<file path="src/size_class_buffer_pool_macros.svh">
// Assertion macros shared by the buffer pool modules.
// Needs signals clk and arst_n in the scope of each use.
`ifndef SIZE_CLASS_BUFFER_POOL_MACROS_SVH
`define SIZE_CLASS_BUFFER_POOL_MACROS_SVH

// Check a property on every clock edge outside reset.
`define SCBP_ASSERT(lbl, prop, msg) \
	lbl: assert property (@(posedge clk) disable iff (!arst_n) (prop)) else $error(msg);

// Check that a condition never holds.
`define SCBP_NEVER(lbl, cond, msg) \
	`SCBP_ASSERT(lbl, !(cond), msg)

`endif

</file>
<file path="src/scbp_pkg.sv">
// Package for the size class buffer pool: request and response types,
// status and register codes, reset values and controller commands.
// No dependencies.
package scbp_pkg;

	localparam logic OP_ALLOC = 1'b0;
	localparam logic OP_FREE  = 1'b1;

	localparam logic [1:0] ST_OK         = 2'd0;
	localparam logic [1:0] ST_NO_FREE    = 2'd1;
	localparam logic [1:0] ST_NO_MATCH   = 2'd2;
	localparam logic [1:0] ST_NOT_IN_USE = 2'd3;

	localparam int CFG_IW = 3;
	localparam logic [CFG_IW-1:0] REG_SIZE_A  = 3'd0;
	localparam logic [CFG_IW-1:0] REG_COUNT_A = 3'd3;
	localparam int REG_CLASSES = 3;

	typedef struct packed {
		logic        operation;
		logic [15:0] request_size;
		logic [5:0]  buffer_handle;
	} scbp_req_t;

	typedef struct packed {
		logic [1:0]  status;
		logic [5:0]  granted_handle;
		logic [1:0]  class_index;
		logic [4:0]  allocated_now;
		logic [4:0]  available_now;
		logic [4:0]  peak_now;
		logic [15:0] frees_now;
		logic [15:0] misses_now;
	} scbp_rsp_t;

	typedef struct packed {
		logic capture;
		logic commit;
	} scbp_cmd_t;

	function automatic logic [15:0] reset_size(input int unsigned c);
		logic [15:0] r;
		case (c)
			0: r = 16'd100;
			1: r = 16'd200;
			2: r = 16'd300;
			default: r = 16'd0;
		endcase
		return r;
	endfunction

	function automatic logic [4:0] reset_count(input int unsigned c);
		logic [4:0] r;
		case (c)
			0: r = 5'd2;
			1: r = 5'd3;
			2: r = 5'd4;
			default: r = 5'd0;
		endcase
		return r;
	endfunction

endpackage

</file>
<file path="src/scbp_ctrl.sv">
// Controller for the size class buffer pool: request capture and commit sequencing.
// Depends on scbp_pkg and the assertion macros header.
`include "size_class_buffer_pool_macros.svh"

module scbp_ctrl
	import scbp_pkg::*;
(
	input  logic      clk,
	input  logic      arst_n,
	input  logic      req_valid,
	output logic      req_ready,
	output logic      rsp_valid,
	input  logic      rsp_ready,
	output scbp_cmd_t cmd
);

	typedef enum logic [1:0] {
		S_IDLE = 2'b01,
		S_EXEC = 2'b10
	} state_t;

	state_t state_q, state_d;
	logic   rsp_valid_q;

	assign req_ready   = (state_q == S_IDLE);
	assign rsp_valid   = rsp_valid_q;
	assign cmd.capture = req_valid && req_ready;
	assign cmd.commit  = (state_q == S_EXEC) && (!rsp_valid_q || rsp_ready);

	always_comb begin
		state_d = state_q;
		unique case (state_q)
			S_IDLE: begin
				if (cmd.capture)
					state_d = S_EXEC;
			end
			S_EXEC: begin
				if (cmd.commit)
					state_d = S_IDLE;
			end
			default: state_d = S_IDLE;
		endcase
	end

	always_ff @(posedge clk or negedge arst_n) begin
		if (!arst_n) begin
			state_q     <= S_IDLE;
			rsp_valid_q <= 1'b0;
		end else begin
			state_q <= state_d;
			if (cmd.commit)
				rsp_valid_q <= 1'b1;
			else if (rsp_ready)
				rsp_valid_q <= 1'b0;
		end
	end

	`SCBP_ASSERT(a_commit_shows, cmd.commit |=> rsp_valid, "commit did not raise response valid")
	`SCBP_ASSERT(a_capture_execs, cmd.capture |=> (state_q == S_EXEC) && !req_ready, "capture did not start execution")
	`SCBP_NEVER(a_no_overlap, cmd.capture && cmd.commit, "capture and commit in one cycle")

endmodule

</file>
<file path="src/scbp_datapath.sv">
// Datapath for the size class buffer pool: class registers, in-use bitmaps,
// statistics, lowest-free search and the response register.
// Depends on scbp_pkg and the assertion macros header.
`include "size_class_buffer_pool_macros.svh"

module scbp_datapath
	import scbp_pkg::*;
#(
	parameter int NUM_CLASSES = 3,
	parameter int MAX_BUFS    = 16
) (
	input  logic              clk,
	input  logic              arst_n,
	input  scbp_cmd_t         cmd,
	input  scbp_req_t         req,
	input  logic              cfg_we,
	input  logic [CFG_IW-1:0] cfg_index,
	input  logic [15:0]       cfg_data,
	output scbp_rsp_t         rsp
);

	localparam int CIW  = (NUM_CLASSES > 1) ? $clog2(NUM_CLASSES) : 1;
	localparam int IW   = (MAX_BUFS > 1) ? $clog2(MAX_BUFS) : 1;
	localparam int CW   = $clog2(MAX_BUFS + 1);
	localparam int HRAW = $clog2(NUM_CLASSES * MAX_BUFS + 1);
	localparam int HW   = (HRAW > 6) ? HRAW : 6;

	logic [15:0]         size_q   [NUM_CLASSES];
	logic [4:0]          count_q  [NUM_CLASSES];
	logic [MAX_BUFS-1:0] map_q    [NUM_CLASSES];
	logic [CW-1:0]       alloc_q  [NUM_CLASSES];
	logic [CW-1:0]       peak_q   [NUM_CLASSES];
	logic [15:0]         frees_q  [NUM_CLASSES];
	logic [15:0]         misses_q [NUM_CLASSES];

	scbp_req_t req_s1;
	scbp_rsp_t rsp_q, rsp_d;

	logic                hit, fin, cls_ok, found, bit_set, do_stats;
	logic [CIW-1:0]      mc, fc, cls;
	logic [HW-1:0]       hnd, base;
	logic [IW-1:0]       fi, fidx;
	logic [CW-1:0]       n_eff, alloc_nx, peak_nx;
	logic [15:0]         frees_nx, misses_nx, gh, w_alloc, w_avail, w_peak, w_cls;
	logic [MAX_BUFS-1:0] map_c, map_nx, avail;

	assign hnd = HW'(req_s1.buffer_handle);

	always_comb begin
		hit  = 1'b0;
		mc   = '0;
		fc   = '0;
		base = '0;
		for (int c = NUM_CLASSES - 1; c >= 0; c--) begin
			if (size_q[c] == req_s1.request_size) begin
				hit = 1'b1;
				mc  = CIW'(c);
			end
		end
		for (int c = 0; c < NUM_CLASSES; c++) begin
			if (hnd >= HW'(c * MAX_BUFS)) begin
				fc   = CIW'(c);
				base = HW'(c * MAX_BUFS);
			end
		end
		fin = hnd < HW'(NUM_CLASSES * MAX_BUFS);
		fi  = IW'(hnd - base);
	end

	assign cls    = (req_s1.operation == OP_FREE) ? fc : mc;
	assign cls_ok = (req_s1.operation == OP_FREE) ? fin : hit;
	assign map_c  = map_q[cls];
	assign n_eff  = (8'(count_q[cls]) > 8'(MAX_BUFS)) ? CW'(MAX_BUFS) : CW'(count_q[cls]);

	always_comb begin
		found = 1'b0;
		fidx  = '0;
		for (int i = MAX_BUFS - 1; i >= 0; i--) begin
			avail[i] = !map_c[i] && (CW'(i) < n_eff);
			if (avail[i]) begin
				found = 1'b1;
				fidx  = IW'(i);
			end
		end
	end

	assign bit_set = map_c[fi];

	always_comb begin
		map_nx    = map_c;
		alloc_nx  = alloc_q[cls];
		peak_nx   = peak_q[cls];
		frees_nx  = frees_q[cls];
		misses_nx = misses_q[cls];
		rsp_d     = '0;
		do_stats  = cls_ok;
		gh        = 16'(cls) * 16'(MAX_BUFS) + 16'(fidx);
		if (req_s1.operation == OP_ALLOC) begin
			if (!hit) begin
				rsp_d.status = ST_NO_MATCH;
			end else if (found) begin
				map_nx[fidx] = 1'b1;
				if (alloc_nx < CW'(MAX_BUFS))
					alloc_nx = alloc_nx + CW'(1);
				if (alloc_nx > peak_nx)
					peak_nx = alloc_nx;
				rsp_d.status         = ST_OK;
				rsp_d.granted_handle = gh[5:0];
			end else begin
				if (misses_nx != 16'hFFFF)
					misses_nx = misses_nx + 16'd1;
				rsp_d.status = ST_NO_FREE;
			end
		end else begin
			if (!fin || !bit_set) begin
				rsp_d.status = ST_NOT_IN_USE;
			end else begin
				map_nx[fi] = 1'b0;
				if (alloc_nx != '0)
					alloc_nx = alloc_nx - CW'(1);
				if (frees_nx != 16'hFFFF)
					frees_nx = frees_nx + 16'd1;
				rsp_d.status = ST_OK;
			end
		end
		w_cls   = 16'(cls);
		w_alloc = 16'(alloc_nx);
		w_peak  = 16'(peak_nx);
		w_avail = (n_eff > alloc_nx) ? 16'(n_eff - alloc_nx) : 16'd0;
		if (do_stats) begin
			rsp_d.class_index   = w_cls[1:0];
			rsp_d.allocated_now = w_alloc[4:0];
			rsp_d.available_now = w_avail[4:0];
			rsp_d.peak_now      = w_peak[4:0];
			rsp_d.frees_now     = frees_nx;
			rsp_d.misses_now    = misses_nx;
		end
	end

	always_ff @(posedge clk) begin
		if (cmd.capture)
			req_s1 <= req;
		if (cmd.commit)
			rsp_q <= rsp_d;
	end

	always_ff @(posedge clk or negedge arst_n) begin
		if (!arst_n) begin
			for (int c = 0; c < NUM_CLASSES; c++) begin
				size_q[c]   <= reset_size(c);
				count_q[c]  <= reset_count(c);
				map_q[c]    <= '0;
				alloc_q[c]  <= '0;
				peak_q[c]   <= '0;
				frees_q[c]  <= '0;
				misses_q[c] <= '0;
			end
		end else begin
			for (int c = 0; c < NUM_CLASSES; c++) begin
				if (c < REG_CLASSES && cfg_we) begin
					if (cfg_index == REG_SIZE_A + CFG_IW'(c))
						size_q[c] <= cfg_data;
					if (cfg_index == REG_COUNT_A + CFG_IW'(c))
						count_q[c] <= cfg_data[4:0];
				end
			end
			if (cmd.commit && cls_ok) begin
				map_q[cls]    <= map_nx;
				alloc_q[cls]  <= alloc_nx;
				peak_q[cls]   <= peak_nx;
				frees_q[cls]  <= frees_nx;
				misses_q[cls] <= misses_nx;
			end
		end
	end

	assign rsp = rsp_q;

	for (genvar g = 0; g < NUM_CLASSES; g++) begin : g_chk
		`SCBP_ASSERT(a_alloc_matches_map, alloc_q[g] == CW'($countones(map_q[g])), "count differs from map")
		`SCBP_ASSERT(a_peak_covers, peak_q[g] >= alloc_q[g], "peak below allocated count")
		`SCBP_NEVER(a_alloc_bound, alloc_q[g] > CW'(MAX_BUFS), "allocated count above pool size")
	end

endmodule

</file>
<file path="src/size_class_buffer_pool.sv">
// Size class buffer pool: a controller and a datapath over per-class in-use bitmaps.
// Depends on scbp_pkg, scbp_ctrl and scbp_datapath.
//
// Each request is first captured into the request register; in the execute state the
// single datapath matches the class, searches the lowest free buffer of the
// class bitmap, updates the statistics and loads the response register. The
// next request is taken while a response still waits for rsp_ready; a new
// request can finish only once the response register has been taken.
// Configuration writes on cfg_we take effect at once and are meant for idle
// periods; all bitmaps and statistics are clear after reset.

module size_class_buffer_pool
	import scbp_pkg::*;
#(
	parameter int NUM_CLASSES = 3,
	parameter int MAX_BUFS    = 16
) (
	input  logic              clk,
	input  logic              arst_n,
	input  logic              req_valid,
	output logic              req_ready,
	input  scbp_req_t         req,
	output logic              rsp_valid,
	input  logic              rsp_ready,
	output scbp_rsp_t         rsp,
	input  logic              cfg_we,
	input  logic [CFG_IW-1:0] cfg_index,
	input  logic [15:0]       cfg_data
);

	scbp_cmd_t cmd;

	scbp_ctrl u_ctrl (
		.clk       (clk),
		.arst_n    (arst_n),
		.req_valid (req_valid),
		.req_ready (req_ready),
		.rsp_valid (rsp_valid),
		.rsp_ready (rsp_ready),
		.cmd       (cmd)
	);

	scbp_datapath #(
		.NUM_CLASSES (NUM_CLASSES),
		.MAX_BUFS    (MAX_BUFS)
	) u_datapath (
		.clk       (clk),
		.arst_n    (arst_n),
		.cmd       (cmd),
		.req       (req),
		.cfg_we    (cfg_we),
		.cfg_index (cfg_index),
		.cfg_data  (cfg_data),
		.rsp       (rsp)
	);

endmodule

</file>
<file path="config.mk">
export PLATFORM = sky130hd
export DESIGN_NAME = size_class_buffer_pool
export DESIGN_NICKNAME = d
export VERILOG_FILES = /design/src/scbp_pkg.sv /design/src/scbp_ctrl.sv /design/src/scbp_datapath.sv /design/src/size_class_buffer_pool.sv
export VERILOG_INCLUDE_DIRS = /design/src /design/src/src
export SDC_FILE = /design/constraint.sdc
export NUM_CORES = 1
export LEC_CHECK = 0
export ABC_AREA = 1
export ABC_CLOCK_PERIOD_IN_PS = 7200
export BUFFER_PORTS_ARGS = -buffer_cell sky130_fd_sc_hd__buf_4
export CAP_MARGIN = 5
export CORE_MARGIN = 5
export CORE_UTILIZATION = 50
export CTS_CLUSTER_SIZE = 8
export DETAILED_ROUTE_END_ITERATION = 10
export MAX_ROUTING_LAYER = met4
export PLACE_DENSITY_LB_ADDON = 0.2
export SYNTH_ARGS = -nofsm -noshare
export SYNTH_HDL_FRONTEND = slang
export SYNTH_SLANG_ARGS = --single-unit
</file>
<file path="constraint.sdc">
create_clock -name clk -period 7.2 [get_ports clk]
set_input_delay 1.8 -clock clk [delete_from_list [all_inputs] [get_ports clk]]
set_output_delay 1.8 -clock clk [all_outputs]
set_load 0.01 [all_outputs]
</file>
Word level (Yosys, flattened, before mapping)
Cells that the tools add are included.
Operators by class
  equal/unequal tests: 14
  order comparisons: 29
  add/subtract/negate cells: 7
  reduce and logical (&&, ||, !) cells: 55
  multiplexer cells: 110
  bitwise logic cells: 6
Operator list (number)
  $mux 16: 18
  $bwmux 48: 3
  $mux 5: 21
  $bmux 16 s2: 3
  $mux 4: 17
  $eq 16x16->1: 3
  $lt 4x5->1 const A: 8
  $add 16x1->16 const B: 2
  $demux 16 s2: 1
  $ne 16x16->1 const B: 2
  $bmux 5 s2: 3
  $bwmux 15: 2
  $mux 1: 27
  $logic_and 1x1->1: 22
  $lt 3x5->1 const A: 4
  $mux 2: 10
  $logic_not 1->1: 19
  $and 16x16->16: 1
  $not 16->16: 1
  $or 16x16->16: 1
  $reduce_and 2->1: 8
  $demux 5 s2: 1
  $gt 5x5->1: 2
  $lt 1x5->1 const A: 2
  other kinds (32): 40
Word-level totals
  flip-flop bits (word level): 320
  word-level logic and storage cells: 255

Longest topological paths before layout
Gate-level depths: netlist of the first run.
  depth in word-level cells: 38
  mapped depth: 38

Modules after synthesis
Synthesis of the first run repeated with hierarchy kept, for this count alone.
Unflattened totals
  cell total of the unflattened synthesis: 2146
  area, all modules: 16916.2 um^2
Modules (own cells, without submodules)
  scbp_datapath: cells each 2125, instances 1, area an instance 16769.8 um^2
  scbp_ctrl: cells each 21, instances 1, area an instance 146.4 um^2

Worst setup path after synthesis of the first run
Ideal clock, no wire load.
  path kind: input port to flip-flop
  from: input rsp_ready
  to: register u_datapath.misses_q[12] (netlist bit)
  arrival: 5.520 ns
  data required time: 7.065 ns
  stages: 9
  setup time: 0.135 ns
  path slack: 1.545 ns
  path buffers: 2
  cells stage by stage: nor2_1 -> nor2_1 -> nand2_1 -> nor2_1 -> inv_1 -> clkbuf_1 -> clkbuf_1 -> nand2_1 -> o21ai_0
RTL lines
  start, declared: RTL line size_class_buffer_pool.sv:24  | input logic rsp_ready,
  end signal, assigned by index: RTL line scbp_datapath.sv:172  | misses_q[cls] <= misses_nx;
  end, declared: RTL line scbp_datapath.sv:34  | logic [15:0] misses_q [NUM_CLASSES];

Worst setup path after layout of the first run
  from: register u_datapath.size_q[34] (netlist bit)
  to: register u_datapath.rsp_q, in the netlist u_datapath.rsp[39] (data pin)
On the way
  cells in the longest elaborated chain, start to end: 32
  elaborated cells on any way between the ends: 101
RTL lines
  start, declared: RTL line scbp_datapath.sv:28  | logic [15:0] size_q [NUM_CLASSES];
  start signal, assigned by index: RTL line scbp_datapath.sv:150  | size_q[c] <= reset_size(c);
  start signal, assigned by index: RTL line scbp_datapath.sv:162  | size_q[c] <= cfg_data;
  $eq 16x16->1 (*): RTL line scbp_datapath.sv:55  | if (size_q[c] == req_s1.request_size) begin
  $mux 2: RTL line scbp_datapath.sv:55
  $mux 2: RTL line scbp_datapath.sv:70  | assign cls = (req_s1.operation == OP_FREE) ? fc : mc;
  $not 2->3 (implied by the code): RTL line scbp_datapath.sv:72, scbp_datapath.sv:73, scbp_datapath.sv:91
  $bmux 5 s2: RTL line scbp_datapath.sv:73  | assign n_eff = (8'(count_q[cls]) > 8'(MAX_BUFS)) ? CW'(MAX_BUFS) : CW'(count_q[cls]);
  $mux 5 (implied by the code) (2 in a row): RTL line scbp_datapath.sv:73
  $gt 5x5->1: RTL line scbp_datapath.sv:73
  $mux 5: RTL line scbp_datapath.sv:73
  $lt 4x5->1: RTL line scbp_datapath.sv:79  | avail[i] = !map_c[i] && (CW'(i) < n_eff);
  $logic_and 1x1->1: RTL line scbp_datapath.sv:79
  $mux 1 (16 in a row): RTL line scbp_datapath.sv:80  | if (avail[i]) begin
  $mux 5: RTL line scbp_datapath.sv:101  | end else if (found) begin
  $mux 5: RTL line scbp_datapath.sv:99  | if (!hit) begin
  $mux 5: RTL line scbp_datapath.sv:98  | if (req_s1.operation == OP_ALLOC) begin
  $gt 5x5->1: RTL line scbp_datapath.sv:129  | w_avail = (n_eff > alloc_nx) ? 16'(n_eff - alloc_nx) : 16'd0;
  $reduce_and 2->1 (no line)
  end signal, assigned: RTL line scbp_datapath.sv:144  | rsp_q <= rsp_d;
  end, declared: RTL line scbp_datapath.sv:37  | scbp_rsp_t rsp_q, rsp_d;
Mark *: on every way between the ends. The rest lies on a longest branch, timed or not. The select of a mux whose other input is x is not followed.
A chain may end at the register's enable or synchronous reset.

==> results of run 1 <==
flip-flops by register name, summed over array words and instances, names as in the netlist:
register             flops
u_datapath.size_q       48
u_datapath.peak_q       15
u_datapath.frees_q      48
u_datapath.req_s1       17
u_ctrl.state_q           2
u_datapath.misses_q     48
u_datapath.rsp          57
u_datapath.hnd           6
u_datapath.count_q      15
u_datapath.alloc_q      15
u_ctrl.rsp_valid         1
u_datapath.map_q        48
synth_stat cells, types with 4 or more instances:
| cell | count |
|---|---|
| a31oi_1 | 11 |
| a221oi_1 | 9 |
| nor2_1 | 158 |
| o21a_1 | 7 |
| xor2_1 | 15 |
| ha_1 | 14 |
| edfxtp_1 | 80 |
| xnor2_1 | 16 |
| a21oi_1 | 36 |
| clkinv_1 | 4 |
| or2_2 | 4 |
| nand3_2 | 6 |
| nand3b_1 | 4 |
| nor2_2 | 12 |
| nand2_4 | 4 |
| nor3_1 | 8 |
| buf_2 | 12 |
| o22ai_1 | 8 |
| inv_2 | 21 |
| a22oi_1 | 10 |
| o21ai_0 | 172 |
| o21ai_1 | 50 |
| dfrtp_1 | 225 |
| dfstp_2 | 15 |
| nand2_1 | 749 |
| nand3_1 | 72 |
| buf_6 | 5 |
| o221ai_1 | 4 |
| a22o_1 | 6 |
| inv_1 | 222 |
| clkbuf_1 | 54 |
| nor2_4 | 4 |
| nand2_2 | 10 |
| nand4_1 | 17 |
| o21ai_2 | 6 |
logic make-up after synthesis:
| logic type | synth area share |
|---|---|
| mux | 0.000605 |
| flops | 0.510 |
| compound gates | 0.118 |
| xor+xnor | 0.0174 |
| fa+ha+maj | 0.0118 |
| buf+inv | 0.0769 |
| simple gates | 0.265 |
power breakdown:
group / switching [mW] / internal, mW / leakage [nW]
sequential: 0.120 / 2.10 / 3.89
combinational: 0.774 / 0.384 / 4.74
clock: 0.773 / 1.19 / 0.617
total: 1.67 / 3.68 / 9.25
layer usage:
layer / wire length, um / global-route usage / part of all wire
met4: 1240 / 0.0718 / 0.029
met1: 19300 / 0.319 / 0.45
met5: 0 / - / 0
met2: 20100 / 0.395 / 0.47
met3: 2150 / 0.0287 / 0.050
final cells by class:
class | count | area [sq um]
flip-flops and latches | 320 | 8430
well taps | 442 | 553
inverters | 247 | 928
multi-input cells | 1450 | 6880
fillers | 2970 | 13600
repair buffers | 123 | 931
clock inverters | 2 | 23.8
clock buffers | 77 | 1280
cell usage in the layout, fill, tap and decap left out, types with 9 or more instances in the layout:
master and n:
dfstp_2 15, nor2_1 152, buf_4 122, o21ai_1 50, inv_2 22, o21ai_0 172, ha_1 14, a22oi_1 10
a21oi_1 36, dfrtp_1 225, clkbuf_16 46, nor2_2 14, nand4_1 17, clkbuf_1 30, nand2_2 10, a31oi_1 11
inv_1 220, nand3_1 72, edfxtp_1 80, nand2_1 749, xor2_1 15, a221oi_1 9, xnor2_1 16
stage by stage:
step | setup WS, ns | utilization
5_1_grt | 0.529 | 0.583
3_3_place_gp | 1.36 | 0.543
4_1_cts | 1.18 | 0.583
6_report | 1.13 | 0.583
3_5_place_dp | 1.22 | 0.543
2_1_floorplan | 1.55 | -
critical path: cells and delay by family (launching register included):
family | cells | cell delay [ns]
AO/OA/AOI/OAI | 5 | 0.94
buffers and inverters | 8 | 1.71
AND/OR/NAND/NOR | 20 | 2.05
flip-flops | 1 | 0.54
adder cells (fa/ha/maj) | 2 | 0.57
path summary, 6_finish.rpt:
path / start / to / slack, ns
setup / recovery: u_datapath.size_q[34] / u_datapath.rsp[39] / 1.13
hold / removal: u_datapath.map_q[26] / u_datapath.map_q[26] / 0.48
setup reg to reg: u_datapath.size_q[34] / u_datapath.rsp[39] / 1.13
hold reg to reg: u_datapath.map_q[26] / u_datapath.map_q[26] / 0.48
max in group asynchronous: arst_n / u_datapath.map_q[34] / 4.40
min in group asynchronous: arst_n / u_datapath.misses_q[3] / 1.33
==> results.toml, run 1 <==
[worst_hold_path]
min_path_type = "reg2reg"
whs_path_depth = 2

[clocking]
cts_buffers = 46
h-tree-depth = 2
hold_buffers = 0
cts_resized = 0
clock_path_buffers = 3
post_cts_buffers = 0
worstSkewPairLatency_ns = 0.55
clk_pin_slew_ns = 0.05
clkSinkCount = 320
clockRootBuffer = "clkbuf_16"
cts_tree = "done"

[worst_setup_path]
crit_path_max_incr_delay_ns = 0.66
crit_path_max_fanout = 33
critPathSlowestCell = "inv_2"
critPathKind = "reg2reg"
reg2reg_depth = 35
cp.arrival_ns = 6.36
crit_required_ns = 7.48
cp_common_cell = "nand2_1"
end_kind = "flop"
worstSetupStartpointType = "flop"

[finish]
area_growth_pct = 15.0
drive_above_1_share = 0.124
design_area_sq_um = 19000
nets = 2250
diodes = 0
stdcell_count = 2661

[synthesis]
syn_area_per_cell_sq_um = 7.90
synthTopCellsByArea = "dfrtp_1, nand2_1, edfxtp_1, o21ai_0, inv_1"
ys_seq_area_frac = 0.510
ys_ff_latch = 320
synth.cell_area_sq_um = 16500
synth-async-reset-ratio = 0.750
synth_fp_nets = 2154
synth_ff_type = "dfrtp_1"
synth_edf_count = 80
yosys_warnings = 0
yosys.area.top_type_share = 0.340
syn_inst = 2092
synth.distinct_cells = 61
yosysTopAreaCell = "dfrtp_1"

[power_and_ir_drop]
power_density_nw_per_um2 = 281
vdd_drop_max_mv = 0.209
total_power_mw = 5.35
p_leak_nw = 9.25

[timing]
fmax_mhz = 165
skew_ns = 0.0179
finalCritPeriodShare = 0.844
worst_hold_slack_ns = 0.476
rsz0062_at_grt = "false"
totalNegativeSetupSlack_ns = 0
setup_viol = 0
slew_viol_final = 0
fin_crit_ns = 6.07
slew_headroom = 0.288
hold_viol_final = 0
tightest_slew_ns = 1.07

[routing]
post_drt_via_cell_ratio = 5.26
routedWlPerCell_um = 16.1
routed_wl_um = 42800
drtPass1Iterations = 6
ant_nets = 0
drcViolationCount = 0
vias = 14000
initialDrtViolationCount = 1060

[run_status]
status = "completed"

[placed_design]
hpwl_um = 28800
place.port_buffers = 105
dpl.cell_count = 2582
gp_congestion = 0.950
placed_cell_area_sq_um = 17700

[floorplan]
die_y_um = 192
die_x_um = 192
initial_core_util = 0.507
io_pins = 106
num_rows = 66
coreArea_sq_um = 32600
die_area_sq_um = 36800

[global_routing]
grt_pass1_wl_um = 69900
grt_max_degree = 114
antenna_found_initial = 0
track_usage = 0.241
grt_overflow_total = 0
grt_pass1_vias = 13700

[flow_run]
cap_viol_max_count = 0
(Power assumes the default switching activity.)
==> run 2, diff against run 1 <==
ABC_CLOCK_PERIOD_IN_PS = 5700   (was 7200)
clock period = 5.7 ns   (was 7.2 ns; I/O delays follow)
==> results.toml, run 2 (same netlist as run 1, synthesis figures left out) <==
[run_status]
status = "completed"

[routing]
initialDrtViolationCount = 980
dr.max_layer_used = "met4"
drtPass1Iterations = 5
wl_met2_um = 20000
vias = 13900
met3_length_um = 2430
post_drt_via_cell_ratio = 5.23
routedWlPerCell_um = 16.0
ant_nets = 0
drcViolationCount = 0
drt-met1-wl_um = 19100
routed_wl_um = 42800

[power_and_ir_drop]
vdd_drop_max_mv = 0.264
p_int_mw = 4.66
p_switching_mw = 2.08
clkPwrFrac = 0.368
seqPwrFrac = 0.417
swShare = 0.308
p_comb_frac = 0.215
power_density_nw_per_um2 = 353
p_leak_nw = 9.31

[global_routing]
antenna_found_initial = 0
grt_overflow_total = 0
grt_max_degree = 106
track_usage = 0.243
grt_pass1_wl_um = 70000
grt_pass1_vias = 13600

[clocking]
post_cts_buffers = 0
cts_tree = "done"
cts_buffers = 46
hold_buffers = 0
clkSinkCount = 320
clk_pin_slew_ns = 0.06
worstSkewPairLatency_ns = 0.57
cts_resized = 0
clockRootBuffer = "clkbuf_16"
clock_path_buffers = 3
h-tree-depth = 2

[placed_design]
gp_congestion = 0.968
hpwl_um = 28900
dpl.cell_count = 2590
place.port_buffers = 105

[timing]
fin_crit_ns = 5.23
finalCritPeriodShare = 0.917
slew_headroom = 0.258
setup_viol = 0
tightest_slew_ns = 1.11
hold_viol_final = 0
slew_viol_final = 0
rsz0062_at_grt = "false"
skew_ns = 0.0183
totalNegativeSetupSlack_ns = 0
fmax_mhz = 191

[worst_setup_path]
cp.arrival_ns = 5.52
crit_required_ns = 5.99
r2r-start = "u_datapath.size_q[34]"
worstReg2RegEnd = "u_datapath.rsp[24]"
reg2reg_slack_ns = 0.47
worstSetupStartpointType = "flop"
end_kind = "flop"
reg2reg_depth = 29
cp_common_cell = "nand2_1"
crit_path_max_fanout = 28
critPathKind = "reg2reg"
critPathSlowestCell = "dfstp_2"
crit_path_max_incr_delay_ns = 0.54

[floorplan]
initial_core_util = 0.507
die_area_sq_um = 36800
io_pins = 106
die_x_um = 192
num_rows = 66
coreArea_sq_um = 32600
die_y_um = 192

[finish]
drive_above_1_share = 0.129
nets = 2258
stdcell_count = 2666
layout_common_cells = "nand2_1, dfrtp_1, inv_1, o21ai_0, nor2_1"
fillerInstances = 2928
multi_input_area_sq_um = 6910
seq_area_sq_um = 8430
area_growth_pct = 15.6
diodes = 0
largest_reg_flops = 57
final_common_cell = "nand2_1"

[worst_hold_path]
min_to = "u_datapath.frees_q[6]"
min_path_type = "reg2reg"
holdCritStartpoint = "u_datapath.frees_q[6]"
whs_path_depth = 2

[flow_run]
cap_viol_max_count = 0
[run 2: changes by cell type in the layout (fill, tap and decap cells not counted), sizes merged]
cell / before / now
clkinv: 6 / 5
clkbuf: 77 / 74
inv: 242 / 244
buf: 123 / 131
clkinvlp: 1 / 0
[run 2: power groups by stage]
stage / Sequential [mW] / Combinational, mW / Clock (mW)
finish: 2.81 / 1.45 / 2.48
global route: 2.84 / 1.65 / 2.63
CTS: 2.81 / 1.44 / 2.53
detailed placement: 2.84 / 1.43 / 0
global placement: 2.83 / 1.41 / 0
floorplan: 2.81 / 1.04 / 0
[run 2: worst max-delay path: cells and delay by family (launching register included)]
family / cells / cell delay, ns
and+or+nand+nor: 19 / 2.39
buffers and inverters: 8 / 1.60
DFF: 1 / 0.54
AOI/OAI and AO/OA: 1 / 0.20
adders and majority gates: 1 / 0.19
[run 2: worst max-delay path by stage]
| stage | end | from | depth (start not counted) |
|---|---|---|---|
| after detailed placement | u_datapath.rsp[41] | u_datapath.req_s1[21] | 30 |
| after global placement | u_datapath.rsp[41] | u_datapath.req_s1[21] | 30 |
| final | u_datapath.rsp[24] | u_datapath.size_q[34] | 29 |
| after floorplan | u_datapath.misses_q[12] | rsp_ready | 9 |
| after global routing | u_datapath.rsp[41] | u_datapath.req_s1[21] | 31 |
| after CTS | u_datapath.rsp[41] | u_datapath.req_s1[21] | 30 |
[run 2: layout make-up]
| class | instances | share of cell area |
|---|---|---|
| Clock inverter | 2 | 0.000916 |
| Clock buffer | 74 | 0.0668 |
| Tap cell | 442 | 0.0289 |
| Inverter | 247 | 0.0485 |
| Sequential cell | 320 | 0.441 |
| Multi-Input combinational cell | 1450 | 0.362 |
| Timing Repair Buffer | 131 | 0.0525 |
[run 2: through the flow]
stage / total power [mW] / cell area [sq um] / hold slack [ns] / setup WS, ns / util
after CTS: 6.78 / 19100 / 0.480 / 0.328 / 0.585
final: 6.74 / 19100 / 0.474 / 0.471 / 0.586
after detailed placement: 4.28 / 17800 / 0.466 / 0.367 / 0.545
after global routing: 7.11 / 19100 / 0.495 / 0.00599 / 0.586
after global placement: 4.24 / 17800 / 0.461 / 0.526 / 0.545
after floorplan: 3.85 / 16500 / 0.444 / 0.420 / -
[run 2: routing by layer]
layer  vias to the layer above  track usage
li1                       6895            -
met1                      6524        0.321
met2                       425        0.393
met3                        88       0.0365
met4                         0       0.0738
met5                         -            -
==> run 3, diff against run 2 <==
ABC_CLOCK_PERIOD_IN_PS = 5800   (was 5700)
CORE_ASPECT_RATIO = 1.4   (was unset)
clock period = 5.8 ns   (was 5.7 ns; I/O delays follow)
==> results.toml, run 3 (same netlist as run 1, synthesis figures left out) <==
[run_status]
status = "completed"

[finish]
nets = 2259
largest_reg_flops = 57
final_common_cell = "nand2_1"
area_growth_pct = 15.4
drive_above_1_share = 0.127
layout_common_cells = "nand2_1, dfrtp_1, inv_1, o21ai_0, nor2_1"
fillerInstances = 3033
seq_area_sq_um = 8430
multi_input_area_sq_um = 6880
diodes = 0

[worst_setup_path]
crit_required_ns = 6.08
worstSetupStartpointType = "flop"
critPathSlowestCell = "edfxtp_1"
reg2reg_slack_ns = 0.58
cp.depth = 30
end_kind = "flop"
r2r-start = "u_datapath.req_s1[21]"
crit_path_max_incr_delay_ns = 0.46
critPathKind = "reg2reg"
cp.arrival_ns = 5.50
reg2reg_depth = 30
cp_common_cell = "nand2_1"
worstReg2RegEnd = "u_datapath.rsp[40]"
crit_buf_inv = 3
crit_family = "simple AND/OR/NAND/NOR gates"
crit_path_max_fanout = 23

[timing]
fin_crit_ns = 5.22
finalCritPeriodShare = 0.899
totalNegativeSetupSlack_ns = 0
rsz0062_at_grt = "false"
slew_headroom = 0.211
tightest_slew_ns = 1.18
worst_hold_slack_ns = 0.476
slew_viol_final = 0
skew_ns = 0.0222
fmax_mhz = 192
hold_viol_final = 0
setup_viol = 0

[global_routing]
grt_overflow_total = 0
grt_pass1_vias = 14200
antenna_found_initial = 0
track_usage = 0.252
grt_max_degree = 109
grt_pass1_wl_um = 72600

[routing]
drtPass1Iterations = 5
ant_nets = 0
post_drt_via_cell_ratio = 5.28
vias = 14100
routed_wl_um = 44500
initialDrtViolationCount = 922
routedWlPerCell_um = 16.7
drcViolationCount = 0

[clocking]
clockRootBuffer = "clkbuf_16"
cts_buffers = 45
cts_tree = "done"
cts_resized = 0
worstSkewPairLatency_ns = 0.55
post_cts_buffers = 0
clock_path_buffers = 3
clkSinkCount = 320
clk_pin_slew_ns = 0.05
h-tree-depth = 2
hold_buffers = 0

[floorplan]
coreArea_sq_um = 32600
io_pins = 106
die_area_sq_um = 36900
num_rows = 78
initial_core_util = 0.507
die_y_um = 225
die_x_um = 164

[flow_run]
cap_viol_max_count = 0

[placed_design]
hpwl_um = 30400
gp_congestion = 0.964
place.port_buffers = 105

[power_and_ir_drop]
vdd_drop_max_mv = 0.261
power_density_nw_per_um2 = 347
p_leak_nw = 9.29

[worst_hold_path]
holdCritStartpoint = "u_datapath.count_q[10]"
min_to = "u_datapath.count_q[10]"
min_path_type = "reg2reg"
whs_path_depth = 2
-- run 3: area by class of cell --
| cell class | count | area share |
|---|---|---|
| sequential | 320 | 0.442 |
| tap | 440 | 0.0289 |
| inverter | 247 | 0.0486 |
| multi-input combinational | 1450 | 0.361 |
| clock inverter | 1 | 0.000853 |
| timing repair buffer | 133 | 0.0534 |
| clock buffer | 74 | 0.0659 |
-- run 3: through the flow --
stage / std cells / util / power, mW / setup WS, ns / cell area [sq um]
after floorplan: 2092 / - / 3.79 / 0.495 / 16500
after global placement: 2590 / 0.546 / 4.21 / 0.712 / 17800
after detailed placement: 2590 / 0.546 / 4.24 / 0.565 / 17800
after CTS: 2665 / 0.585 / 6.67 / 0.559 / 19100
after global routing: 2665 / 0.585 / 6.98 / 0.116 / 19100
final: 2665 / 0.585 / 6.61 / 0.584 / 19100
-- run 3: metal layers --
layer  vias to the layer above  wire length [um]  global-route usage
met5                         -                 0                   -
met1                      6652             17500               0.288
met4                         0              1990               0.109
met3                       129              2110              0.0324
li1                       6896                 -                   -
met2                       405             22900               0.443
-- run 3: power by group --
part | total [mW] | leakage, nW | internal [mW] | switching, mW
sequential | 2.76 | 3.89 | 2.61 | 0.149
clock | 2.40 | 0.607 | 1.46 | 0.940
combinational | 1.45 | 4.80 | 0.490 | 0.964
total | 6.61 | 9.29 | 4.56 | 2.05
-- run 3: how the worst max path moves through the flow --
stage | startpoint | end | slack, ns
detailed placement | u_datapath.req_s1[21] | u_datapath.rsp[40] | 0.56
global placement | u_datapath.req_s1[20] | u_datapath.rsp[41] | 0.71
floorplan | rsp_ready | u_datapath.misses_q[12] | 0.50
global route | u_datapath.req_s1[21] | u_datapath.rsp[40] | 0.12
CTS | u_datapath.req_s1[21] | u_datapath.rsp[40] | 0.56
finish | u_datapath.req_s1[21] | u_datapath.rsp[40] | 0.58
-- run 3: worst reg2reg max path: cells and delay by family, from the launching register on --
kind | cells | cell delay (ns)
flops | 1 | 0.46
fa+ha+maj | 1 | 0.35
simple gates | 19 | 2.19
xor+xnor | 1 | 0.19
buf+inv | 3 | 0.41
compound gates | 6 | 1.35
